===== config.mk =====
export PLATFORM = sky130hd
export DESIGN_NAME = three_channel_gated_root_counter
export DESIGN_NICKNAME = d
export VERILOG_FILES = /design/src/sv/tgrc_pkg.sv /design/src/sv/tgrc_timer.sv /design/src/sv/three_channel_gated_root_counter.sv
export VERILOG_INCLUDE_DIRS = /design/src /design/src/sv
export SDC_FILE = /design/constraint.sdc
export NUM_CORES = 1
export LEC_CHECK = 0
export ABC_AREA = 1
export BUFFER_PORTS_ARGS = -buffer_cell sky130_fd_sc_hd__clkbuf_2
export CAP_MARGIN = 25
export CORE_ASPECT_RATIO = 0.75
export CORE_MARGIN = 3
export CORE_UTILIZATION = 50
export DETAILED_ROUTE_END_ITERATION = 8
export GPL_TIMING_DRIVEN = 0
export PLACE_DENSITY = 0.72
export SYNTH_ARGS = -nofsm -noshare
export SYNTH_HDL_FRONTEND = slang
export SYNTH_SLANG_ARGS = --single-unit

===== constraint.sdc =====
create_clock -name clk_i -period 2.52 [get_ports clk_i]
set_clock_uncertainty 0.1 [all_clocks]
set_input_delay 0.378 -clock clk_i [delete_from_list [all_inputs] [get_ports clk_i]]
set_output_delay 0.378 -clock clk_i [all_outputs]
set_load 0.005 [all_outputs]

===== src/sv/three_channel_gated_root_counter_macros.svh =====
// assertion helpers shared by the counter block
`ifndef THREE_CHANNEL_GATED_ROOT_COUNTER_MACROS_SVH
`define THREE_CHANNEL_GATED_ROOT_COUNTER_MACROS_SVH

// plain property, checked on every edge outside reset
`define TGRC_ASSERT(lbl, clk, rst_n, prop, msg) \
  lbl: assert property (@(posedge clk) disable iff (!rst_n) (prop)) else $error(msg);

// condition now implies a consequence on the next edge
`define TGRC_ASSERT_NEXT(lbl, clk, rst_n, cond, nxt, msg) \
  lbl: assert property (@(posedge clk) disable iff (!rst_n) (cond) |=> (nxt)) else $error(msg);

`endif


===== src/sv/tgrc_pkg.sv =====
// ----------------------------------------------------------------------------
// tgrc_pkg
// Types, mode bit positions and codes of the gated root counter block.
// ----------------------------------------------------------------------------
package tgrc_pkg;

  localparam int TIMER_COUNT     = 3;
  localparam int PRESCALE_DIVIDE = 8;
  localparam int PS_W            = $clog2(PRESCALE_DIVIDE);
  localparam int CNT_W           = 16;
  localparam int MODE_W          = 10;
  localparam int CFG_IDX_W       = 3;

  localparam logic [CNT_W-1:0] CNT_MAX = 16'hFFFF;

  // mode register bit positions
  localparam int MB_SYNC_EN = 0;
  localparam int MB_SM_LO   = 1;
  localparam int MB_RST_TGT = 3;
  localparam int MB_IRQ_TGT = 4;
  localparam int MB_IRQ_OVF = 5;
  localparam int MB_REPEAT  = 6;
  localparam int MB_TOGGLE  = 7;
  localparam int MB_EXT_SRC = 8;
  localparam int MB_DIV     = 9;

  // timer that has the prescaler and its own sync rules
  localparam logic [1:0] TMR_PRESCALED = 2'd2;

  typedef enum logic {
    OP_TICK = 1'b0,
    OP_GATE = 1'b1
  } opcode_e;

  typedef enum logic [1:0] {
    SM_PAUSE     = 2'd0,
    SM_RESET     = 2'd1,
    SM_RESET_RUN = 2'd2,
    SM_FREE      = 2'd3
  } sync_mode_e;

  typedef enum logic [CFG_IDX_W-1:0] {
    CFG_MODE_ZERO   = 3'd0,
    CFG_MODE_ONE    = 3'd1,
    CFG_MODE_TWO    = 3'd2,
    CFG_TARGET_ZERO = 3'd3,
    CFG_TARGET_ONE  = 3'd4,
    CFG_TARGET_TWO  = 3'd5
  } cfg_idx_e;

  typedef struct packed {
    logic       opcode;
    logic [1:0] timer_index;
    logic       gate_level;
  } in_item_t;

  typedef struct packed {
    logic [2:0]       irq_request;
    logic [CNT_W-1:0] count_zero;
    logic [CNT_W-1:0] count_one;
    logic [CNT_W-1:0] count_two;
    logic [2:0]       irq_level;
    logic [2:0]       target_flags;
    logic [2:0]       overflow_flags;
  } out_item_t;

  // per timer control from the top level
  typedef struct packed {
    logic step;
    logic tick;
    logic gate;
    logic gate_level;
    logic mode_wr;
    logic sync_wr;
  } tmr_ctrl_t;

  // per timer state after the current beat
  typedef struct packed {
    logic [CNT_W-1:0] count;
    logic             req;
    logic             level;
    logic             thit;
    logic             ohit;
  } tmr_stat_t;

endpackage


===== src/sv/tgrc_timer.sv =====
// ----------------------------------------------------------------------------
// tgrc_timer
// One 16-bit root counter: gate sync, target and overflow compare, irq logic.
// ----------------------------------------------------------------------------
module tgrc_timer (
  input  logic                      clk_i,
  input  logic                      rst_ni,
  input  logic [1:0]                tmr_idx_i,
  input  logic [tgrc_pkg::MODE_W-1:0] mode_i,
  input  logic [tgrc_pkg::CNT_W-1:0]  target_i,
  input  tgrc_pkg::tmr_ctrl_t       ctrl_i,
  output tgrc_pkg::tmr_stat_t       stat_o
);
  import tgrc_pkg::*;

  logic [CNT_W-1:0] cnt_q, cnt_d;
  logic sync_q, sync_d;
  logic gate_q, gate_d;
  logic given_q, given_d;
  logic level_q, level_d;
  logic thit_q, thit_d;
  logic ohit_q, ohit_d;

  sync_mode_e       sm;
  logic             run;
  logic [CNT_W-1:0] inc;
  logic [CNT_W-1:0] after_tgt;
  logic             hit;
  logic             ovf;
  logic             irq;
  logic             req;

  assign sm = sync_mode_e'(mode_i[MB_SM_LO +: 2]);

  always_comb begin
    run = 1'b1;
    if (sync_q) begin
      if (tmr_idx_i != TMR_PRESCALED) begin
        if (sm == SM_PAUSE && gate_q) run = 1'b0;
        if ((sm == SM_RESET_RUN || sm == SM_FREE) && !gate_q) run = 1'b0;
      end else if (sm == SM_PAUSE || sm == SM_FREE) begin
        run = 1'b0;
      end
    end
  end

  assign inc       = cnt_q + 1'b1;
  assign hit       = (inc == target_i) || (target_i == '0 && inc != '0);
  assign after_tgt = (hit && mode_i[MB_RST_TGT]) ? '0 : inc;
  assign ovf       = (after_tgt == CNT_MAX);
  assign irq       = (hit && mode_i[MB_IRQ_TGT]) || (ovf && mode_i[MB_IRQ_OVF]);

  always_comb begin
    cnt_d   = cnt_q;
    sync_d  = sync_q;
    gate_d  = gate_q;
    given_d = given_q;
    level_d = level_q;
    thit_d  = thit_q;
    ohit_d  = ohit_q;
    req     = 1'b0;
    if (ctrl_i.tick && run) begin
      cnt_d = ovf ? '0 : after_tgt;
      if (hit) thit_d = 1'b1;
      if (ovf) ohit_d = 1'b1;
      if (irq) begin
        if (mode_i[MB_TOGGLE]) begin
          level_d = !level_q;
        end else begin
          if (mode_i[MB_REPEAT] || !given_q) begin
            given_d = 1'b1;
            req     = 1'b1;
          end
          level_d = 1'b1;
        end
      end
    end
    if (ctrl_i.gate) begin
      gate_d = ctrl_i.gate_level;
      if (sync_q && ctrl_i.gate_level) begin
        if (sm == SM_RESET || sm == SM_RESET_RUN) cnt_d = '0;
        if (sm == SM_FREE) sync_d = 1'b0;
      end
    end
  end

  always_ff @(posedge clk_i or negedge rst_ni) begin
    if (!rst_ni) begin
      cnt_q   <= '0;
      sync_q  <= 1'b0;
      gate_q  <= 1'b0;
      given_q <= 1'b0;
      level_q <= 1'b0;
      thit_q  <= 1'b0;
      ohit_q  <= 1'b0;
    end else if (ctrl_i.mode_wr) begin
      sync_q <= ctrl_i.sync_wr;
    end else if (ctrl_i.step) begin
      cnt_q   <= cnt_d;
      sync_q  <= sync_d;
      gate_q  <= gate_d;
      given_q <= given_d;
      level_q <= level_d;
      thit_q  <= thit_d;
      ohit_q  <= ohit_d;
    end
  end

  assign stat_o.count = cnt_d;
  assign stat_o.req   = req;
  assign stat_o.level = level_d;
  assign stat_o.thit  = thit_d;
  assign stat_o.ohit  = ohit_d;

endmodule


===== src/sv/three_channel_gated_root_counter.sv =====
// ----------------------------------------------------------------------------
// three_channel_gated_root_counter
// Three gated 16-bit root counters stepped by tick and gate-change beats.
// ----------------------------------------------------------------------------
// path: input register, then result register; throughput: one beat per cycle
//   unless out_ready_i stalls a full result; the input and result registers
//   decouple the channels, each timer updates in one compare-and-increment pass
// reset: asynchronous, clears counters, flags, prescaler and mode/target regs
// ----------------------------------------------------------------------------
module three_channel_gated_root_counter (
  input  logic                         clk_i,
  input  logic                         rst_ni,
  input  logic                         in_valid_i,
  output logic                         in_ready_o,
  input  tgrc_pkg::in_item_t           in_data_i,
  output logic                         out_valid_o,
  input  logic                         out_ready_i,
  output tgrc_pkg::out_item_t          out_data_o,
  input  logic                         cfg_we_i,
  input  logic [tgrc_pkg::CFG_IDX_W-1:0] cfg_index_i,
  input  logic [tgrc_pkg::CNT_W-1:0]   cfg_data_i
);
  import tgrc_pkg::*;

  `include "three_channel_gated_root_counter_macros.svh"

  logic [MODE_W-1:0] mode_q [3];
  logic [CNT_W-1:0]  target_q [3];

  logic      in_vld_q, out_vld_q;
  in_item_t  in_q;
  out_item_t out_q, res;
  logic      move;
  logic      is_tick;

  logic [PS_W-1:0] ps_q, ps_d;
  logic            ps_wrap;

  tmr_ctrl_t ctrl [3];
  tmr_stat_t stat [3];
  logic      tick_en [3];

  assign move       = in_vld_q && (!out_vld_q || out_ready_i);
  assign in_ready_o = !in_vld_q || move;
  assign is_tick    = (in_q.opcode == OP_TICK);

  // configuration registers
  always_ff @(posedge clk_i or negedge rst_ni) begin
    if (!rst_ni) begin
      for (int i = 0; i < 3; i++) begin
        mode_q[i]   <= '0;
        target_q[i] <= '0;
      end
    end else if (cfg_we_i) begin
      unique case (cfg_index_i)
        CFG_MODE_ZERO:   mode_q[0]   <= cfg_data_i[MODE_W-1:0];
        CFG_MODE_ONE:    mode_q[1]   <= cfg_data_i[MODE_W-1:0];
        CFG_MODE_TWO:    mode_q[2]   <= cfg_data_i[MODE_W-1:0];
        CFG_TARGET_ZERO: target_q[0] <= cfg_data_i;
        CFG_TARGET_ONE:  target_q[1] <= cfg_data_i;
        CFG_TARGET_TWO:  target_q[2] <= cfg_data_i;
        default: ;
      endcase
    end
  end

  // input register
  always_ff @(posedge clk_i or negedge rst_ni) begin
    if (!rst_ni) begin
      in_vld_q <= 1'b0;
    end else if (in_valid_i && in_ready_o) begin
      in_vld_q <= 1'b1;
    end else if (move) begin
      in_vld_q <= 1'b0;
    end
  end

  always_ff @(posedge clk_i) begin
    if (in_valid_i && in_ready_o) in_q <= in_data_i;
  end

  // prescaler for the third timer, counts every tick while divide is on
  assign ps_wrap = (ps_q == PS_W'(PRESCALE_DIVIDE - 1));

  always_comb begin
    ps_d = ps_q;
    if (is_tick && mode_q[2][MB_DIV]) ps_d = ps_wrap ? '0 : ps_q + 1'b1;
  end

  always_ff @(posedge clk_i or negedge rst_ni) begin
    if (!rst_ni) begin
      ps_q <= '0;
    end else if (move) begin
      ps_q <= ps_d;
    end
  end

  assign tick_en[0] = is_tick && !mode_q[0][MB_EXT_SRC];
  assign tick_en[1] = is_tick && !mode_q[1][MB_EXT_SRC];
  assign tick_en[2] = is_tick && (!mode_q[2][MB_DIV] || ps_wrap);

  for (genvar g = 0; g < 3; g++) begin : g_tmr
    if (g < TIMER_COUNT) begin : g_on
      assign ctrl[g].step       = move;
      assign ctrl[g].tick       = tick_en[g];
      assign ctrl[g].gate       = !is_tick && (in_q.timer_index == 2'(g));
      assign ctrl[g].gate_level = in_q.gate_level;
      assign ctrl[g].mode_wr    = cfg_we_i && (cfg_index_i == CFG_IDX_W'(g));
      assign ctrl[g].sync_wr    = cfg_data_i[MB_SYNC_EN];

      tgrc_timer u_tmr (
        .clk_i     (clk_i),
        .rst_ni    (rst_ni),
        .tmr_idx_i (2'(g)),
        .mode_i    (mode_q[g]),
        .target_i  (target_q[g]),
        .ctrl_i    (ctrl[g]),
        .stat_o    (stat[g])
      );
    end else begin : g_off
      assign ctrl[g] = '0;
      assign stat[g] = '0;
    end
  end

  always_comb begin
    res.count_zero = stat[0].count;
    res.count_one  = stat[1].count;
    res.count_two  = stat[2].count;
    for (int i = 0; i < 3; i++) begin
      res.irq_request[i]    = stat[i].req;
      res.irq_level[i]      = stat[i].level;
      res.target_flags[i]   = stat[i].thit;
      res.overflow_flags[i] = stat[i].ohit;
    end
  end

  // result register
  always_ff @(posedge clk_i or negedge rst_ni) begin
    if (!rst_ni) begin
      out_vld_q <= 1'b0;
    end else if (move) begin
      out_vld_q <= 1'b1;
    end else if (out_ready_i) begin
      out_vld_q <= 1'b0;
    end
  end

  always_ff @(posedge clk_i) begin
    if (move) out_q <= res;
  end

  assign out_valid_o = out_vld_q;
  assign out_data_o  = out_q;

  `TGRC_ASSERT(a_ready_when_free, clk_i, rst_ni,
    (!out_vld_q || out_ready_i) |-> in_ready_o, "input stalled with free result slot")
  `TGRC_ASSERT_NEXT(a_gate_no_irq, clk_i, rst_ni,
    move && !is_tick, out_q.irq_request == '0, "gate beat raised an irq request")
  `TGRC_ASSERT(a_ps_range, clk_i, rst_ni,
    ps_q <= PS_W'(PRESCALE_DIVIDE - 1), "prescaler out of range")
  `TGRC_ASSERT_NEXT(a_move_fills_out, clk_i, rst_ni,
    move, out_vld_q, "step did not fill result register")

endmodule

# Word level (Yosys, flattened, before mapping)
# Index checks and enable logic that the tools add are counted.
[totals] reg_bits=210 output_inout_bits=62 latchBits=0 romBits=0 mem_count=0 mem_bits_rw=0
[op_classes] addsub=4 bitwise=13 order_cmp=0 div=0 shift=0 n_eq_ne=23 mul=0 n_reduce_logical=111 muxes=70
[ops] op="$mux 16" n=18
[ops] op="$mux 1" n=51
[ops] op="$add 16x1->16 const B" n=3
[ops] op="$eq 16x16->1" n=3
[ops] op="$eq 16x16->1 const B" n=3
[ops] op="$logic_not 16->1" n=3
[ops] op="$reduce_bool 16->1" n=3
[ops] op="$logic_and 1x1->1" n=34
[ops] op="$reduce_bool 2->1" n=14
[ops] op="$reduce_and 2->1" n=10
[ops] op="$logic_or 1x1->1" n=18
[ops] op="$reduce_and 6->1" n=3
[ops] op="$eq 2x2->1 const B" n=7
[ops] op="$logic_not 1->1" n=13
[ops] op="$not 1->1" n=13
[ops] op="$reduce_and 4->1" n=3
[ops] op="$eq 3x3->1 const B" n=3
[ops] op="$reduce_or 3->1" n=3
[ops] op="$eq 2x1->1 const B" n=4
[ops] op="$logic_not 2->1" n=4
[ops] op="$eq 3x2->1 const B" n=2
[ops] op="$reduce_and 3->1" n=2
[ops] op="$add 3x1->3 const B" n=1
[ops] op="$eq 3x1->1 const B" n=1
[ops] op="other kinds (2)" n=2

# Depth between registers and ports, before layout
# Gate-level depths: netlist of run 1.
[logic_depth] word_depth=12 mapped_depth=21 mapped_depth_nobuf=21

# Modules after synthesis
# From an unflattened synthesis of run 1, not the netlist that was laid out.
[hier_totals] hier_cells=1539 hier_area_um2=12169.2
[by_module_without_submodules] module="three_channel_gated_root_counter" area_each_um2=5275.1 cells_per_inst=419 n_inst=1
[by_module_without_submodules] module="tgrc_timer (g_tmr[0].g_on.u_tmr ...)" area_each_um2=2289.7 cells_per_inst=370 n_inst=2
[by_module_without_submodules] module="tgrc_timer (g_tmr[2].g_on.u_tmr)" area_each_um2=2314.7 cells_per_inst=380 n_inst=1

# Worst setup path after synthesis of run 1
# Ideal clock, no wire load.
[synth_path] path_type="input-to-reg" startpoint="in out_ready_i" endpoint="reg ps_q[0]" setup_ps=119 slack_ps=-164 n_path_buf=0 arrival_ps=2465 cell_stages=8 path_cell_list="inv_1 nand2_1 nand2_1 inv_1 nand3_1 inv_1 o21ai_0 o21a_1"
[synth_rtl] element="start: declaration" line="three_channel_gated_root_counter.sv:17" text="input logic out_ready_i,"
[synth_rtl] element="end signal: assignment" line="three_channel_gated_root_counter.sv:94" text="ps_q <= ps_d;"
[synth_rtl] element="end: declaration" line="three_channel_gated_root_counter.sv:36" text="logic [PS_W-1:0] ps_q, ps_d;"

# Worst setup path after layout of run 1
[layout_path] startpoint="reg g_tmr[1].g_on.u_tmr.cnt_q[0]" endpoint="reg out_q (netlist bit out_data_o[36]) (data pin)"
[layout_between] elab_chain_cells=12 elab_cells_between_ends=13
[layout_lines] element="start: declaration" line="tgrc_timer.sv:16" text="logic [CNT_W-1:0] cnt_q, cnt_d;"
[layout_lines] element="start signal: assignment" line="tgrc_timer.sv:99" text="cnt_q <= cnt_d;"
[layout_lines] element="$add 16x1->16 (*)" line="tgrc_timer.sv:47" text="assign inc = cnt_q + 1'b1;"
[layout_lines] element="$reduce_bool 16->1" line="tgrc_timer.sv:48" text="assign hit = (inc == target_i) || (target_i == '0 && inc != '0);"
[layout_lines] element="$logic_and 1x1->1" line="tgrc_timer.sv:48"
[layout_lines] element="$logic_or 1x1->1" line="tgrc_timer.sv:48"
[layout_lines] element="$logic_and 1x1->1" line="tgrc_timer.sv:49" text="assign after_tgt = (hit && mode_i[MB_RST_TGT]) ? '0 : inc;"
[layout_lines] element="$mux 16 (*)" line="tgrc_timer.sv:49"
[layout_lines] element="$eq 16x16->1" line="tgrc_timer.sv:50" text="assign ovf = (after_tgt == CNT_MAX);"
[layout_lines] element="$mux 16 (*)" line="tgrc_timer.sv:63" text="cnt_d = ovf ? '0 : after_tgt;"
[layout_lines] element="$mux 16 (*)" line="tgrc_timer.sv:62" text="if (ctrl_i.tick && run) begin"
[layout_lines] element="$mux 16" line="tgrc_timer.sv:81" text="if (sm == SM_RESET || sm == SM_RESET_RUN) cnt_d = '0;"
[layout_lines] element="$mux 16" line="tgrc_timer.sv:80" text="if (sync_q && ctrl_i.gate_level) begin"
[layout_lines] element="$mux 16 (*)" line="tgrc_timer.sv:78" text="if (ctrl_i.gate) begin"
[layout_lines] element="via g_tmr[1].g_on.u_tmr.cnt_d[11]" line="tgrc_timer.sv:16"
[layout_lines] element="end signal: assignment" line="three_channel_gated_root_counter.sv:150" text="if (move) out_q <= res;"
[layout_lines] element="end: declaration" line="three_channel_gated_root_counter.sv:32" text="out_item_t out_q, res;"
# The timed path passes the listed nets; every way through them passes the cells marked *.
# A chain may end at the register's enable or synchronous reset.

==> summary.md, run 1 <==
| Metric | Value |
|---|---|
| Run status | `complete, but fails checks` |
| Failing checks | `setup timing` |
| Final net count | `1689` |
| Clock sink count | `206` |
| Hold Slack | `7.07 ps` |
| Via density | `5.58` |
| Critical path class | `reg -> reg` |
| Num CTS Buffers | `22` |
| GR peak layer | `met1` |
| Routed via count | `10897` |
| FMAX | `353 MHz` |
| Slew margin rel. | `33.9%` |
| DIE AREA | `24400 µm²` |
| WP data required | `2690 ps` |
| Buffers added on ports | `89` |
| Synth Net Count | `1485` |
| Max-cap viol count | `0` |
| Register share of total power | `38.6%` |
| R2R Path Start | `g_tmr[1].g_on.u_tmr.cnt_q[0]` |
| Placeable Area | `21600 µm²` |
| Final std cells w/o fill | `1953` |
| Register area share after synthesis | `48.6%` |
| Seq cells post-synth | `206` |
| Synth Cell Area | `11300 µm²` |
| Final WS setup | `-309 ps` |
| Commonest non-fill, non-tap cells in the layout | `378 x nand2_1, 174 x inv_1, 122 x dfrtp_1` |
| Pin count of the biggest net entering global routing | `74` |
| Slew @ Worst Pin | `989 ps` |
| # setup viols final | `111` |
| Pre-Repair DR Iteration Count | `6` |
| Crit path buf inv count | `3` |
| Synth cell types | `37` |
| Gpl congestion | `1.02` |
| Layout cells sized above 1 | `29.8%` |
| Clk Latency, worst-skew pair | `510 ps` |
| Clock buffer depth | `3` |
| Synth Warn # | `0` |
| Antenna diodes | `0` |
| Pint | `0.00829 W` |
| Overflow after GRT | `0` |
| Routed Antenna Nets | `0` |
| Static leakage | `6.64 nW` |
| Met1 Use GR | `45.7%` |
| Post-Route WL | `36000 µm` |
| DRC violations left | `0` |
| Hold crit path type | `in -> reg` |
| Met2 global-route usage | `42.1%` |
| Largest stage delay, worst path | `410 ps` |
| Endpoint class of the critical path | `flip-flop` |
| End of the worst hold path | `mode_q[4]` |
| R2R Setup Slk | `-310 ps` |
| Die W | `179 µm` |
| Register clock-pin slew on the reported worst setup and hold paths | `60 ps` |
| Total placed instance area | `12100 µm²` |
| WL/cell | `18.4 µm` |
| Vias in the first global route | `10111` |
| Power share of the combinational group | `38.8%` |
| EDFF count, synth | `64` |
| Initial antenna violation count | `0` |
| NetSw | `0.00549 W` |
| RSZ-0062 raised after global routing | `yes` |
| # rows | `46` |
| Initial Util | `52.1%` |
| Most common cell on crit path | `nand3_2` |
| DR iter-0 viols | `1173` |
| Count of pins over their slew limit | `0` |
| Worst reg2reg path depth | `15` |
| DP Wirelength | `25100 µm` |
| Sw Share | `39.8%` |
| Startpoint types | `flip-flop` |
| Fin area | `14800 µm²` |
| Period utilization | `112%` |
| Peak supply drop | `590 µV` |
| Post-route minimum period | `2830 ps` |
| CP top delay family | `simple AND/OR/NAND/NOR gates` |
| Boundary Pins | `90` |
| Critical Path Fanout Max | `7` |
| Worst hold stages | `3` |
| H-Tree Depth | `1` |
| Layout Utilization | `68.5%` |
| Clock tree root driver cell | `clkbuf_16` |
| FFs w/ async S/R, synth | `68.9%` |
| Met3 usage | `5.75%` |
| First-pass GRT wire length | `55600 µm` |
| Hold_sp | `cfg_data_i[4]` |
| Fin. Hold Viols | `0` |
| R2R Path End | `out_data_o[36]` |
| CP max-delay cell | `dfrtp_2` |
| Top_reg_cell synth | `dfrtp_1` |
| Post-Synthesis Cells | `1445` |
| Avg Inst Size Synth | `7.80 µm²` |
| Cell count after placement | `1825` |
| CTS tree | `built` |
| Crit-path cells | `ha_4 -> nand2_4 -> nor2_4 -> nand4_1 -> nand2_2 -> buf_12 -> nand3_2 -> nor2_2 -> nand3_2 -> nor2_4 -> nand3_4 -> buf_8 -> nand3_2 -> a21oi_2 -> buf_4` |
| Global Route Usage Sum | `29.2%` |
| Die H | `136 µm` |
| Pwr Density | `930 nW/µm²` |
| Commonest non-fill, non-tap cell in the layout | `nand2_1` |
| Clock share of power | `22.6%` |
| Layout area overhead | `31.5%` |
| Critical Path AT | `3000 ps` |
-- cells in the mapped netlist, types with 2 or more instances --
cell type	count	area [µm²]
a21oi_1	27	135
a21oi_2	16	140
buf_6	2	22.5
clkbuf_1	26	97.6
clkinv_1	4	15.0
dfrtp_1	142	3550
edfxtp_1	64	1920
ha_1	12	150
inv_1	187	702
inv_2	6	22.5
nand2_1	440	1650
nand2_2	15	93.8
nand2_4	3	33.8
nand3_1	138	691
nand3_2	5	50.1
nand4_1	36	225
nor2_1	82	308
nor2_2	14	87.6
nor2_4	6	67.6
nor2_8	3	60.1
nor3_1	20	100
nor3_2	6	60.1
nor4_1	5	31.3
o21ai_0	131	656
o21ai_1	26	130
o21bai_1	6	45.0
xnor2_1	6	52.6
xor2_1	8	70.1
-- worst reg2reg max path: stages, from the launching register on --
cell and delay [ps]:
dfrtp_2 410, ha_4 190, nand2_4 80, nor2_4 210, nand4_1 210, nand2_2 160
buf_12 110, nand3_2 70, nor2_2 160, nand3_2 110, nor2_4 170, nand3_4 120
buf_8 170, nand3_2 80, a21oi_2 60, buf_4 160
-- how the worst max path moves through the flow --
stage / from / endpoint / slack, ps / cells past startpoint
floorplan: g_tmr[1].g_on.u_tmr.cnt_q[1] / out_data_o[58] / 180 / 15
global placement: rst_ni / g_tmr[0].g_on.u_tmr.cnt_q[8] / -1600 / 1
detailed placement: g_tmr[0].g_on.u_tmr.cnt_q[0] / g_tmr[0].g_on.u_tmr.cnt_q[9] / -670 / 14
CTS: g_tmr[1].g_on.u_tmr.cnt_q[1] / g_tmr[1].g_on.u_tmr.cnt_q[12] / -200 / 18
global route: g_tmr[2].g_on.u_tmr.cnt_q[1] / g_tmr[2].g_on.u_tmr.cnt_q[6] / -440 / 20
finish: g_tmr[1].g_on.u_tmr.cnt_q[0] / out_data_o[36] / -310 / 15
-- flip-flops by register name (all words and copies together) (netlist names) --
name / count
ctrl: 1
g_tmr.g_on.u_tmr.cnt_q: 48
g_tmr.g_on.u_tmr.gate_q: 2
g_tmr.g_on.u_tmr.given_q: 3
g_tmr.g_on.u_tmr.level_q: 3
g_tmr.g_on.u_tmr.ohit_q: 3
g_tmr.g_on.u_tmr.sync_q: 3
g_tmr.g_on.u_tmr.thit_q: 3
in_q: 3
in_vld_q: 1
mode_q: 24
out_data_o: 60
out_valid_o: 1
ps_q: 3
target_q: 48
-- through the flow --
| step | power (W) | setup TNS (ps) | setup slack (ps) |
|---|---|---|---|
| after global routing | 0.0146 | -36940 | -442 |
| after global placement | 0.00900 | -303520 | -1600 |
| after detailed placement | 0.00910 | -50370 | -665 |
| final | 0.0138 | -20980 | -309 |
| after floorplan | 0.00770 | 0 | 180 |
| after CTS | 0.0130 | -10380 | -197 |
-- power by group through the flow --
stage	clock network (W)	registers (W)	logic (W)
after detailed placement	0	0.00523	0.00387
after global placement	0	0.00522	0.00377
after global routing	0.00327	0.00542	0.00589
after CTS	0.00315	0.00522	0.00465
after floorplan	0	0.00501	0.00269
final	0.00312	0.00532	0.00534
-- layout make-up --
type / count / area (µm²)
Tap cell: 288 / 360
Multi-Input combinational cell: 1017 / 6090
Clock inverter: 9 / 50.0
Buffer: 29 / 135
Sequential cell: 206 / 5500
Fill cell: 1798 / 6820
Clock buffer: 31 / 636
Inverter: 197 / 773
Timing Repair Buffer: 176 / 1270
-- logic make-up after synthesis --
family                     count (synthesis)  share of synthesized area [%]
xor gates and xnor gates                  15                           1.29
and+or+nand+nor                          776                           31.0
buffers and inverters                    226                           7.70
DFF                                      206                           48.6
AOI/OAI and AO/OA                        210                           10.1
adders and majority gates                 12                           1.33
-- timing repair --
action | CTS | global route
gates cloned | 4 | 2
endpoints found under the hold margin | 75 | 0
resized for setup | 162 | 181
setup buffers | 57 | 19
hold buffers | 7 | 0
pin swaps | 63 | 96
endpoints found under the setup margin | 118 | 150
-- per-layer routing --
metal  part of all wire (%)  wire [µm]
met2                     43      15400
met1                     46      16700
met3                    8.8       3170
met5                      0          0
met4                    2.2        781
Power figures use the tool's default switching activity.
==> inputs of run 2 (changes only) <==
--- a/config.mk
+++ b/config.mk
@@ -8,9 +8,9 @@
 export LEC_CHECK = 0
 export ABC_AREA = 1
 export BUFFER_PORTS_ARGS = -buffer_cell sky130_fd_sc_hd__clkbuf_2
-export CAP_MARGIN = 25
+export CAP_MARGIN = 10
 export CORE_ASPECT_RATIO = 0.75
-export CORE_MARGIN = 3
+export CORE_MARGIN = 8
 export CORE_UTILIZATION = 50
 export DETAILED_ROUTE_END_ITERATION = 8
 export GPL_TIMING_DRIVEN = 0
==> run 2 against run 1 <==
Net effect:
- the flow still finishes with violations (setup timing)
- routed wire length increased by 2.3%
- non-clock buffer count increased by 28
- critical path depth rose by 3
- utilization is 0.60 points higher
- total power rose by 2.6%
- fmax shrank 1.3%
- register-to-register slack worse by 40 ps
- largest power group unchanged
==> summary.md, run 2 (synthesized netlist as in run 1, its figures left out) <==
| Metric | Value |
|---|---|
| Layout cells sized above 1 | `32.4% (was 29.8%)` |
| Boundary Pins | `90 (unchanged)` |
| Initial Util | `51.0% (was 52.1%)` |
| Fill cells | `1806 (was 1798)` |
| Layout area overhead | `35.6% (was 31.5%)` |
| Clock sink count | `206 (unchanged)` |
| Max-cap viol count | `0 (unchanged)` |
| Initial antenna violation count | `0 (unchanged)` |
| Routed via count | `11064 (was 10897)` |
| Met3 usage | `6.15% (was 5.75%)` |
| Period utilization | `114% (was 112%)` |
| Vias in the first global route | `10463 (was 10111)` |
| Crit path buf inv count | `2 (was 3)` |
| R2R Path End | `g_tmr[0].g_on.u_tmr.cnt_q[8] (was out_data_o[36])` |
| Num CTS Buffers | `22 (unchanged)` |
| CP max-delay cell | `dfrtp_2 (unchanged)` |
| Routed Antenna Nets | `0 (unchanged)` |
| Die W | `189 µm (was 179 µm)` |
| R2R Path Start | `g_tmr[0].g_on.u_tmr.cnt_q[2] (was g_tmr[1].g_on.u_tmr.cnt_q[0])` |
| WL/cell | `18.5 µm (was 18.4 µm)` |
| Largest register FFs | `60 (unchanged)` |
| Met1 Use GR | `37.7% (was 45.7%)` |
| Antenna diodes | `0 (unchanged)` |
| H-Tree Depth | `1 (unchanged)` |
| Static leakage | `6.82 nW (was 6.64 nW)` |
| Worst hold stages | `3 (unchanged)` |
| Run status | `complete, but fails checks (unchanged)` |
| Post-Route WL | `36800 µm (was 36000 µm)` |
| Critical Path Fanout Max | `7 (unchanged)` |
| Commonest non-fill, non-tap cell in the layout | `nand2_1 (unchanged)` |
| Sw Share | `39.8% (about the same)` |
| R2R Setup Slk | `-350 ps (was -310 ps)` |
| Slew margin rel. | `39.4% (was 33.9%)` |
| FMAX | `349 MHz (was 353 MHz)` |
| Placement Setup Slack | `-618 ps (was -665 ps)` |
| Via density | `5.57 (was 5.58)` |
| DR iter-0 viols | `1022 (was 1173)` |
| Hold crit path type | `in -> reg (unchanged)` |
| WP data required | `2840 ps (was 2690 ps)` |
| Slew @ Worst Pin | `902 ps (was 989 ps)` |
| DP Wirelength | `25100 µm (about the same)` |
| Largest stage delay, worst path | `490 ps (was 410 ps)` |
| Peak supply drop | `532 µV (was 590 µV)` |
| End of the worst hold path | `mode_q[7] (was mode_q[4])` |
| NetSw | `0.00563 W (was 0.00549 W)` |
| Hold_sp | `cfg_data_i[7] (was cfg_data_i[4])` |
| Met2 global-route usage | `37.2% (was 42.1%)` |
| Failing checks | `setup timing (unchanged)` |
| Pwr Density | `926 nW/µm² (was 930 nW/µm²)` |
| # rows | `47 (was 46)` |
| Commonest non-fill, non-tap cells in the layout | `374 x nand2_1, 171 x inv_1, 122 x dfrtp_1 (was 378 x nand2_1, 174 x inv_1, 122 x dfrtp_1)` |
| Critical path class | `reg -> reg (unchanged)` |
| Endpoint class of the critical path | `flip-flop (unchanged)` |
| CTS tree | `built (unchanged)` |
| Crit-path cells | `buf_6 -> nand3_4 -> nor2_4 -> nand4_1 -> nand2_4 -> nand2_2 -> nand2_2 -> nand2_1 -> nor2_1 -> nand3_2 -> nand2_4 -> nand2_8 -> buf_4 -> nand3_4 -> nand3_2 -> a21oi_2 -> nand2_1 -> o21ai_1 (was ha_4 -> nand2_4 -> nor2_4 -> nand4_1 -> nand2_2 -> buf_12 -> nand3_2 -> nor2_2 -> nand3_2 -> nor2_4 -> nand3_4 -> buf_8 -> nand3_2 -> a21oi_2 -> buf_4)` |
| Hold Slack | `39.5 ps (was 7.07 ps)` |
| Clock buffer depth | `3 (unchanged)` |
| Count of pins over their slew limit | `0 (unchanged)` |
| Global Route Usage Sum | `25.6% (was 29.2%)` |
| Clock share of power | `22.3% (was 22.6%)` |
| Power Total | `0.0141 W (was 0.0138 W)` |
| GR peak layer | `met1 (unchanged)` |
| Overflow after GRT | `0 (unchanged)` |
| Placeable Area | `22100 µm² (was 21600 µm²)` |
| # setup viols final | `110 (was 111)` |
| Worst reg2reg path depth | `18 (was 15)` |
| DRC violations left | `0 (unchanged)` |
| Final net count | `1717 (was 1689)` |
| Layout Utilization | `69.1% (was 68.5%)` |
| RSZ-0062 raised after global routing | `yes (unchanged)` |
| Power share of the combinational group | `40.2% (was 38.8%)` |
| Pin count of the biggest net entering global routing | `84 (was 74)` |
| Final WS setup | `-346 ps (was -309 ps)` |
| First-pass GRT wire length | `56900 µm (was 55600 µm)` |
| Setup TNS | `-21070 ps (was -20980 ps)` |
| Critical Path AT | `3190 ps (was 3000 ps)` |
| Startpoint types | `flip-flop (unchanged)` |
| Buffers added on ports | `89 (unchanged)` |
| Post-route minimum period | `2870 ps (was 2830 ps)` |
| Fin. Hold Viols | `0 (unchanged)` |
| Clock tree root driver cell | `clkbuf_16 (unchanged)` |
| Register share of total power | `37.5% (was 38.6%)` |
| DIE AREA | `27600 µm² (was 24400 µm²)` |
| Die H | `146 µm (was 136 µm)` |
| Pre-Repair DR Iteration Count | `5 (was 6)` |
| Gpl congestion | `0.964 (was 1.02)` |
| Register clock-pin slew on the reported worst setup and hold paths | `60 ps (about the same)` |
| Pint | `0.00851 W (was 0.00829 W)` |
| CP top delay family | `simple AND/OR/NAND/NOR gates (unchanged)` |
| Clk Latency, worst-skew pair | `520 ps (was 510 ps)` |
## run 2: power groups by stage
stage | sequential [W] | combinational [W] | clock [W]
after global routing | 0.00541 | 0.00622 | 0.00332
final | 0.00530 | 0.00568 | 0.00315
after detailed placement | 0.00522 | 0.00387 | 0
after floorplan | 0.00501 | 0.00269 | 0
after global placement | 0.00522 | 0.00379 | 0
after CTS | 0.00523 | 0.00494 | 0.00320
## run 2: cell type report
class | count | area, µm² | area share, %
Buffer | 29 | 139 | 0.909
Sequential cell | 206 | 5500 | 36.0
Timing Repair Buffer | 204 | 1490 | 9.76
Inverter | 197 | 788 | 5.16
Clock buffer | 33 | 654 | 4.28
Clock inverter | 7 | 46.3 | 0.303
Tap cell | 294 | 368 | 2.41
Multi-Input combinational cell | 1017 | 6290 | 41.2
## run 2: layer usage
layer	part of all wire, %	routed length (µm)
met1	45	16500
met2	43	15800
met5	0	0
met4	2.4	886
met3	9.9	3660
## run 2: worst max path at each step
| stage | startpoint | endpoint | slack (ps) | cells after the start |
|---|---|---|---|---|
| 5_1_grt | g_tmr[0].g_on.u_tmr.cnt_q[2] | g_tmr[0].g_on.u_tmr.cnt_q[6] | -480 | 19 |
| 3_5_place_dp | g_tmr[0].g_on.u_tmr.cnt_q[2] | g_tmr[0].g_on.u_tmr.cnt_q[0] | -620 | 18 |
| 3_3_place_gp | rst_ni | g_tmr[0].g_on.u_tmr.cnt_q[6] | -1580 | 1 |
| 2_1_floorplan | g_tmr[1].g_on.u_tmr.cnt_q[1] | out_data_o[58] | 180 | 15 |
| 6_report | g_tmr[0].g_on.u_tmr.cnt_q[2] | g_tmr[0].g_on.u_tmr.cnt_q[8] | -350 | 18 |
| 4_1_cts | g_tmr[1].g_on.u_tmr.cnt_q[1] | g_tmr[1].g_on.u_tmr.cnt_q[15] | -160 | 18 |
## run 2: stage by stage
stage	instances	area (µm²)
after floorplan	1445	11300
after global placement	1828	12100
after detailed placement	1830	12100
after CTS	1946	14400
after global routing	1987	15300
final	1987	15300
## run 2: repair_timing
| action | CTS | global route |
|---|---|---|
| buffers inserted | 64 | 40 |
| cloned | 4 | 2 |
| hold buffers | 9 | 0 |
| pin swaps | 86 | 104 |
| resized for setup | 240 | 175 |
| setup endpoints to repair | 116 | 123 |
| hold endpoints to repair | 67 | 0 |
## run 2: tightest hold or removal path, cell delays in order
cell and delay (ps):
clkbuf_2 100, nand2_1 50, o21ai_0 80
==> inputs of run 3 (changes only) <==
--- a/config.mk
+++ b/config.mk
@@ -17,4 +17,5 @@
 export PLACE_DENSITY = 0.72
 export SYNTH_ARGS = -nofsm -noshare
 export SYNTH_HDL_FRONTEND = slang
+export SYNTH_HIERARCHICAL = 1
 export SYNTH_SLANG_ARGS = --single-unit
==> constraint.sdc (replaced) <==
create_clock -name clk_i -period 2.52 [get_ports clk_i]
set_clock_uncertainty 0.1 [all_clocks]
set_input_delay 0 -clock clk_i [delete_from_list [all_inputs] [get_ports clk_i]]
set_output_delay 0 -clock clk_i [all_outputs]
set_load 0.005 [all_outputs]
==> run 3 against run 2 <==
Net effect:
- the run still ends with setup timing left
- critical path depth did not move
- synthesized area rose by 6.1%
- synthesized cell count rose by 5.1%
==> summary.md, run 3 <==
| Metric | Value |
|---|---|
| Run status | `complete, but fails checks (unchanged)` |
| Failing checks | `setup timing (unchanged)` |
| Num CTS Buffers | `23 (was 22)` |
| Sw Share | `39.3% (was 39.8%)` |
| First-pass GRT wire length | `60300 µm (was 56900 µm)` |
| CP max-delay cell | `dfrtp_1 (was dfrtp_2)` |
| Critical path class | `reg -> reg (unchanged)` |
| Layout area overhead | `38.6% (was 35.6%)` |
| Startpoint types | `flip-flop (unchanged)` |
| CP top delay family | `simple AND/OR/NAND/NOR gates (unchanged)` |
| Slew margin rel. | `49.6% (was 39.4%)` |
| Post-route minimum period | `2890 ps (was 2870 ps)` |
| Hold crit path type | `in -> reg (unchanged)` |
| Routed Antenna Nets | `0 (unchanged)` |
| Placeable Area | `23700 µm² (was 22100 µm²)` |
| Via density | `5.60 (was 5.57)` |
| Endpoint class of the critical path | `flip-flop (unchanged)` |
| Register share of total power | `35.1% (was 37.5%)` |
| NetSw | `0.00602 W (was 0.00563 W)` |
| # rows | `49 (was 47)` |
| Worst reg2reg path depth | `18 (unchanged)` |
| Pin count of the biggest net entering global routing | `103 (was 84)` |
| Clock sink count | `207 (was 206)` |
| Die W | `195 µm (was 189 µm)` |
| R2R Path Start | `g_tmr[2].g_on.u_tmr/cnt_q[0] (was g_tmr[0].g_on.u_tmr.cnt_q[2])` |
| Post-Synthesis Cells | `1519 (was 1445)` |
| R2R Setup Slk | `-370 ps (was -350 ps)` |
| Register clock-pin slew on the reported worst setup and hold paths | `60 ps (about the same)` |
| Count of pins over their slew limit | `0 (unchanged)` |
| DRC violations left | `0 (unchanged)` |
| Static leakage | `7.61 nW (was 6.82 nW)` |
| Final net count | `1834 (was 1717)` |
| Initial antenna violation count | `0 (unchanged)` |
| Routed via count | `11841 (was 11064)` |
| Clk Latency, worst-skew pair | `510 ps (was 520 ps)` |
| Worst setup startpoint | `g_tmr[2].g_on.u_tmr/cnt_q[0] (was g_tmr[0].g_on.u_tmr.cnt_q[2])` |
| R2R Path End | `g_tmr[2].g_on.u_tmr/cnt_q[0] (was g_tmr[0].g_on.u_tmr.cnt_q[8])` |
| Boundary Pins | `90 (unchanged)` |
| Synth Cell Area | `12000 µm² (was 11300 µm²)` |
| Pre-Repair DR Iteration Count | `5 (unchanged)` |
| Gpl congestion | `0.946 (was 0.964)` |
| Power share of the combinational group | `41.3% (was 40.2%)` |
| Commonest non-fill, non-tap cell in the layout | `nand2_1 (unchanged)` |
| Clock buffer depth | `3 (unchanged)` |
| Peak supply drop | `673 µV (was 532 µV)` |
| DR iter-0 viols | `1112 (was 1022)` |
| Buffers added on ports | `88 (was 89)` |
| Final WS setup | `-369 ps (was -346 ps)` |
| Global Route Usage Sum | `25.7% (was 25.6%)` |
| Clock tree root driver cell | `clkbuf_16 (unchanged)` |
| FMAX | `346 MHz (was 349 MHz)` |
| Pwr Density | `925 nW/µm² (was 926 nW/µm²)` |
| RSZ-0062 raised after global routing | `yes (unchanged)` |
| Synth Warn # | `6 (was 0)` |
| Setup crit end | `g_tmr[2].g_on.u_tmr/cnt_q[0] (was g_tmr[0].g_on.u_tmr.cnt_q[8])` |
| Largest stage delay, worst path | `450 ps (was 490 ps)` |
| Crit-path cells | `buf_6 -> clkinvlp_4 -> nor2_4 -> nand2_4 -> inv_4 -> nand3_2 -> nand2_2 -> nand3_1 -> nand2_2 -> nor2_4 -> nand3_4 -> a21boi_4 -> buf_12 -> nor2_4 -> nand2_2 -> a21oi_2 -> nand2_1 -> o21ai_1 (was buf_6 -> nand3_4 -> nor2_4 -> nand4_1 -> nand2_4 -> nand2_2 -> nand2_2 -> nand2_1 -> nor2_1 -> nand3_2 -> nand2_4 -> nand2_8 -> buf_4 -> nand3_4 -> nand3_2 -> a21oi_2 -> nand2_1 -> o21ai_1)` |
| Critical Path Fanout Max | `8 (was 7)` |
| Commonest non-fill, non-tap cells in the layout | `380 x nand2_1, 155 x inv_1, 127 x dfrtp_1 (was 374 x nand2_1, 171 x inv_1, 122 x dfrtp_1)` |
| WP data required | `2860 ps (was 2840 ps)` |
| Post-Route WL | `39900 µm (was 36800 µm)` |
| Power Total | `0.0153 W (was 0.0141 W)` |
| DP Wirelength | `26500 µm (was 25100 µm)` |
| CTS tree | `built (unchanged)` |
| Slew @ Worst Pin | `755 ps (was 902 ps)` |
| Initial Util | `50.4% (was 51.0%)` |
| Final std cells w/o fill | `2114 (was 1987)` |
| Crit path buf inv count | `4 (was 2)` |
| Antenna diodes | `0 (unchanged)` |
| Largest register FFs | `60 (unchanged)` |
| Vias in the first global route | `11413 (was 10463)` |
| Cell count after placement | `1923 (was 1830)` |
| Overflow after GRT | `0 (unchanged)` |
| Critical Path AT | `3230 ps (was 3190 ps)` |
| Pint | `0.00931 W (was 0.00851 W)` |
| Die H | `150 µm (was 146 µm)` |
| Fill cells | `1823 (was 1806)` |
| WP depth | `18 (unchanged)` |
| DIE AREA | `29200 µm² (was 27600 µm²)` |
| Layout cells sized above 1 | `33.9% (was 32.4%)` |
| Fin. Hold Viols | `0 (unchanged)` |
| # setup viols final | `111 (was 110)` |
| Clock share of power | `23.6% (was 22.3%)` |
| WL/cell | `18.9 µm (was 18.5 µm)` |
| H-Tree Depth | `1 (unchanged)` |
| Period utilization | `115% (was 114%)` |
| Max-cap viol count | `0 (unchanged)` |
| Avg Inst Size Synth | `7.87 µm² (was 7.80 µm²)` |
[run 3: what timing repair did]
| action | in CTS | in global routing |
|---|---|---|
| gates cloned | 4 | 1 |
| hold buffers | 54 | 0 |
| setup endpoints to repair | 115 | 120 |
| endpoints found under the hold margin | 231 | 0 |
| buffers inserted | 66 | 36 |
| pin swaps | 96 | 104 |
| resized for setup | 190 | 186 |
[run 3: worst min path at each step]
stage | startpoint | to | depth (start not counted)
final | in_data_i[3] | in_q[3] | 2
after global routing | in_data_i[3] | in_q[3] | 2
after CTS | in_data_i[3] | in_q[3] | 2
after detailed placement | rst_ni | g_tmr[0].g_on.u_tmr/cnt_q[3] | 1
after global placement | in_data_i[0] | ctrl[2] | 1
after floorplan | rst_ni | g_tmr[0].g_on.u_tmr/cnt_q[0] | 0
[run 3: per-stage QoR]
step | TNS (ps) | utilization, % | hold WS, ps | area, µm² | setup WS (ps)
floorplan | -7150 | - | -396 | 12100 | -196
global placement | -295040 | 54.4 | 78.8 | 12900 | -1500
detailed placement | -34470 | 54.8 | -144 | 13000 | -621
CTS | -11550 | 65.8 | 85.8 | 15600 | -213
global route | -39080 | 69.8 | 129 | 16600 | -461
finish | -24720 | 69.8 | 107 | 16600 | -369
[run 3: metal layers]
layer	track usage, %	share of wire (%)
met4	10.4	3.8
met2	39.9	44
met1	35.0	45
met3	5.01	7.3
met5	0	0
[run 3: power by group through the flow]
| stage | Combinational, W | Sequential (W) | Clock (W) |
|---|---|---|---|
| after floorplan | 0.00317 | 0.00507 | 0 |
| after global placement | 0.00431 | 0.00529 | 0 |
| after detailed placement | 0.00441 | 0.00529 | 0 |
| after CTS | 0.00541 | 0.00528 | 0.00368 |
| after global routing | 0.00684 | 0.00547 | 0.00380 |
| final | 0.00633 | 0.00538 | 0.00362 |
[run 3: layout make-up]
class	count	area [µm²]	area share, %
clock buffer	32	692	4.18
inverter	177	694	4.19
multi-input combinational	1096	6800	41.1
tap	306	383	2.31
buffer	43	344	2.08
timing repair buffer	244	2000	12.1
sequential	207	5520	33.3
clock inverter	9	125	0.755
